File: src/rtl/five_axis_table_interpolator_core_macros.svh
// assertion macros shared by the interpolator rtl
`ifndef FIVE_AXIS_TABLE_INTERPOLATOR_CORE_MACROS_SVH
`define FIVE_AXIS_TABLE_INTERPOLATOR_CORE_MACROS_SVH
`ifndef SYNTHESIS
`define FAI_ASSERT_SAME(label, clk, rst, ante, cons) \
   label: assert property (@(posedge clk) disable iff (rst) (ante) |-> (cons)) \
      else $error("fai assertion failed");
`define FAI_ASSERT_NEXT(label, clk, rst, ante, cons) \
   label: assert property (@(posedge clk) disable iff (rst) (ante) |=> (cons)) \
      else $error("fai assertion failed");
`else
`define FAI_ASSERT_SAME(label, clk, rst, ante, cons)
`define FAI_ASSERT_NEXT(label, clk, rst, ante, cons)
`endif
`endif

File: src/rtl/fai_pkg.sv
// shared types and constants of the five-axis table interpolator
package fai_pkg;
   localparam int AXES = 5;
   localparam int LEVELS = 5;
   localparam int CSR_INDEX_W = 3;
   localparam int CSR_DATA_W = 4;

   localparam logic [1:0] CMD_POINT  = 2'd0;
   localparam logic [1:0] CMD_CELL   = 2'd1;
   localparam logic [1:0] CMD_LOOKUP = 2'd2;

   typedef struct packed {
      logic [1:0]         command;
      logic [2:0]         axis_select;
      logic [2:0]         point_index;
      logic [14:0]        cell_index;
      logic signed [31:0] write_value_a;
      logic signed [31:0] write_value_b;
      logic signed [31:0] query_height;
      logic signed [31:0] query_speed;
      logic signed [31:0] query_mass;
      logic signed [31:0] query_diameter;
      logic signed [31:0] query_length;
   } req_type;

   typedef struct packed {
      logic signed [31:0] flight_time;
      logic signed [31:0] horizontal_distance;
   } rsp_type;

   typedef struct packed {
      logic signed [31:0] tval;
      logic signed [31:0] dval;
   } pair_type;

   typedef struct packed {
      logic    valid;
      req_type item;
   } queue_type;
endpackage

File: src/rtl/fai_front.sv
// front end: accepts transactions, drops ones with no effect, two-entry queue
module fai_front #(
   parameter int MAX_AXIS_POINTS = 8,
   parameter int MAX_TABLE_CELLS = 32768
) (
   input  logic               clock,
   input  logic               reset,
   input  logic               req_valid,
   output logic               req_ready,
   input  fai_pkg::req_type   req_data,
   input  logic               pop,
   output fai_pkg::queue_type queue_out
);
   import fai_pkg::*;

   req_type    entry_ff [2];
   req_type    entry_in [2];
   logic       wr_ptr_ff, wr_ptr_in;
   logic       rd_ptr_ff, rd_ptr_in;
   logic [1:0] count_ff, count_in;
   logic       keep;
   logic       push;
   logic       take;

   always_comb begin
      unique case (req_data.command)
         CMD_POINT: keep = (32'(req_data.axis_select) < 32'(AXES))
                        && (32'(req_data.point_index) < 32'(MAX_AXIS_POINTS));
         CMD_CELL:   keep = 32'(req_data.cell_index) < 32'(MAX_TABLE_CELLS);
         CMD_LOOKUP: keep = 1'b1;
         default:    keep = 1'b0;
      endcase
   end

   assign req_ready = (count_ff != 2'd2);
   assign push = req_valid && req_ready && keep;
   assign take = pop && (count_ff != 2'd0);

   always_comb begin
      entry_in  = entry_ff;
      wr_ptr_in = wr_ptr_ff;
      rd_ptr_in = rd_ptr_ff;
      count_in  = count_ff;
      if (push) begin
         entry_in[wr_ptr_ff] = req_data;
         wr_ptr_in = ~wr_ptr_ff;
      end
      if (take) begin
         rd_ptr_in = ~rd_ptr_ff;
      end
      if (push && !take) begin
         count_in = count_ff + 2'd1;
      end else if (take && !push) begin
         count_in = count_ff - 2'd1;
      end
   end

   always_ff @(posedge clock) begin
      entry_ff <= entry_in;
      if (reset) begin
         wr_ptr_ff <= 1'b0;
         rd_ptr_ff <= 1'b0;
         count_ff  <= 2'd0;
      end else begin
         wr_ptr_ff <= wr_ptr_in;
         rd_ptr_ff <= rd_ptr_in;
         count_ff  <= count_in;
      end
   end

   assign queue_out.valid = (count_ff != 2'd0);
   assign queue_out.item  = entry_ff[rd_ptr_ff];
endmodule

File: config.mk
export PLATFORM = sky130hd
export DESIGN_NAME = fai_front
export DESIGN_NICKNAME = d
export VERILOG_FILES = /design/src/rtl/five_axis_table_interpolator_core_macros.svh /design/src/rtl/fai_pkg.sv /design/src/rtl/fai_front.sv
export SDC_FILE = /design/constraint.sdc
export NUM_CORES = 1
export LEC_CHECK = 0
export BUFFER_PORTS_ARGS = -buffer_cell sky130_fd_sc_hd__buf_2
export CAP_MARGIN = 25
export CORE_AREA = 3 3 192 194
export CTS_BUF_LIST = sky130_fd_sc_hd__clkbuf_4
export DETAILED_ROUTE_END_ITERATION = 7
export DIE_AREA = 0 0 195 197
export GPL_TIMING_DRIVEN = 0
export PLACE_DENSITY = 0.78
export SLEW_MARGIN = 10
export SYNTH_ARGS = -nofsm -noshare
export SYNTH_HDL_FRONTEND = slang
export SYNTH_SLANG_ARGS = --single-unit
File: constraint.sdc
create_clock -name clock -period 33.7 [get_ports clock]
set_input_delay 1.685 -clock clock [delete_from_list [all_inputs] [get_ports clock]]
set_output_delay 1.685 -clock clock [all_outputs]
set_load 0.05 [all_outputs]
==> run metrics <==
status finished, final reports clean; 1st-iter DRT viols 368; CP Cell Sequence clkbuf_1 -> buf_2 -> buf_4 -> mux2_2 -> buf_2; Clock Power Share 0.242; Worst VDD drop 73.3 µV; share of cells above drive strength 1 0.615; cts-stage hold buffer count 0; worst hold path startpoint count_ff[1]$_SDFFE_PP0P_; RR Startpoint count_ff[0]$_SDFFE_PP0P_; largest net degree at the start of global routing 29; average cell area after synthesis 22.6 µm²; slowest stage delay, CP 420 ps; Routed WL per cell 20.5 µm; Critical Setup Path Class flop to output port; synth unique cells 22; Buffers on Ports 499; # DRC 0; WP data arrival 2560 ps; cell area after synthesis 18100 µm²; post-detail-place hpwl 29300 µm; most numerous cell in the Yosys netlist edfxtp_1; vias per cell 5.04; die span in y 197 µm; first-pass GRT wire length 60600 µm; Critical Path RT 32010 ps; Final TNS setup 0 ps; Crit path max-delay family buffers and inverters; Slew headroom 0.619; vias in the first global route 10900; Final Cycle Share 0.126; final wirelength 40800 µm; post-layout min period 4240 ps; Synth Warn # 0; #FFs+latches synth 498; Max Fclk 236 MHz; Final Hold Vio Count 0; Starting Density 0.511; clock sinks 498; GRT Total Usage 0.207; sw power 0.740 mW; max-slew violations 0; Die W 195 µm; clk slew on worst S/H paths 60 ps; setup violators final 0; Buf/Inv on CP 4; maxcap violations 0; Resize count post-CTS 0; num rows 69; area growth from synthesis to layout 27.8%; sequential power share 0.390; Pleak 8.72 nW; Pwr Total 1.92 mW; CTS Buffer Depth 3; logic gate share of total power 0.368; unrepaired setup endpoints after global routing no; DR pass1 iterations 4; routed vias 10000; Crit. Startpoint rd_ptr_ff$_SDFFE_PP0P_; initial antenna violation count 14; I/O pin count 500; most frequent CP cell buf_2; core area 35400 µm²; Place WS 29290 ps; sequential area share after synthesis 0.825; Pwr per Cell Area 83.2 nW/µm²; clock tree from TritonCTS yes; CTS Buf Count 119; switching share of power 0.385; FFs w/ async S/R, synth 0; Antenna Nets Post-Route 0; Mapped Nets 1054; Cells after Synth 800; Worst Tran Pin Value 570 ps; Synth area leader edfxtp_1; nets 1694; CTS H-tree depth 3; clk_skew 38.3 ps; Worst-Skew Late Latency 780 ps; dominant cells by area after synthesis edfxtp_1 82%, mux2_2 13%, mux2_1 2.9%; Worst Hold Class flop to flop; gr ovfl total 0; CP Launch Type flop; Die ar. 38400 µm²; Fillers 2447; final worst slack 29460 ps; main flop type after synthesis edfxtp_1; top cell type's share of synthesized area 0.820; Post-synth EDFFs 494; CP Capture Type output port; Clk Tree Root Cell clkbuf_4; Crit-path slowest cell buf_2; Final GP Congestion 0.788; Int Power 1.18 mW; commonest cells in the synthesized netlist 494 x edfxtp_1, 201 x mux2_2, 46 x mux2_1; worst-path fanout max 10; postcts setup bufs 0
-- routing by layer --
layer	share of wire	GRT usage	up-vias
met5	0.0016	0	-
met4	0.030	0.0956	10
met3	0.096	0.0824	84
met2	0.53	0.363	454
met1	0.34	0.221	4907
li1	-	-	4556
-- cell usage in the layout (no fill, tap or decap), drive strengths merged, types with 2 or more instances in the layout --
master / instances
buf: 546
bufinv: 3
clkbuf: 164
clkinv: 27
clkinvlp: 2
dfxtp: 4
diode: 9
edfxtp: 494
ha: 3
inv: 5
mux2: 248
nor2: 6
nor2b: 2
o21ai: 2
xor2: 3
-- worst register-to-register path, cell delays in order (launching register included) --
cell      delay (ps)
dfxtp_1          420
or2b_1           190
o311ai_2         210
nor2_4           390
buf_12           250
buf_12           230
buf_12           250
buf_16           200
buf_12           220
-- layout make-up --
cell class                 count  area, µm²  share of cell area
clock inverter                33        229             0.00991
multi-input combinational    270       2970               0.129
inverter                       4       15.0            0.000650
sequential                   498      14900               0.645
clock buffer                 163       1220              0.0530
tap                          461        577              0.0250
antenna                        9       22.5            0.000975
timing repair buffer         519       2960               0.128
buffer                        28        196             0.00850
-- kinds of logic after synthesis --
group	count (synthesis)	synth area share
mux	248	0.155
flops	498	0.825
fa+ha+maj	3	0.00208
xor+xnor	3	0.00145
simple gates	12	0.00360
compound gates	4	0.00173
buf+inv	32	0.0117
-- registers in the layout (all words and copies together) (netlist names) --
register,count
rd_ptr_ff,1
wr_ptr_ff,1
count_ff,2
entry_ff,494
-- stage by stage --
stage | std cells | utilization | instance area [µm²] | hold WS [ps]
finish | 1985 | 0.653 | 23100 | 554
global route | 1983 | 0.653 | 23100 | 566
CTS | 1976 | 0.652 | 23100 | 556
detailed placement | 1780 | 0.611 | 21600 | 542
global placement | 1760 | 0.598 | 21200 | 491
floorplan | 800 | - | 18100 | 465
-- power by group through the flow --
stage / clock network, mW / registers [mW] / logic (mW)
4_1_cts: 0.482 / 0.750 / 0.715
6_report: 0.466 / 0.750 / 0.707
3_5_place_dp: 0 / 0.763 / 0.711
3_3_place_gp: 0 / 0.796 / 0.690
5_1_grt: 0.517 / 0.753 / 0.734
2_1_floorplan: 0 / 0.782 / 0.531
-- worst paths after layout --
| path | slack, ps | cells past startpoint | end |
|---|---|---|---|
| setup / recovery | 29460 | 5 | queue_out[152] |
| hold / removal | 550 | 2 | count_ff[1]$_SDFFE_PP0P_ |
| setup reg to reg | 31000 | 8 | entry_ff[82]$_DFFE_PP_ |
| hold reg to reg | 550 | 2 | count_ff[1]$_SDFFE_PP0P_ |
(Power assumes the default switching activity.)
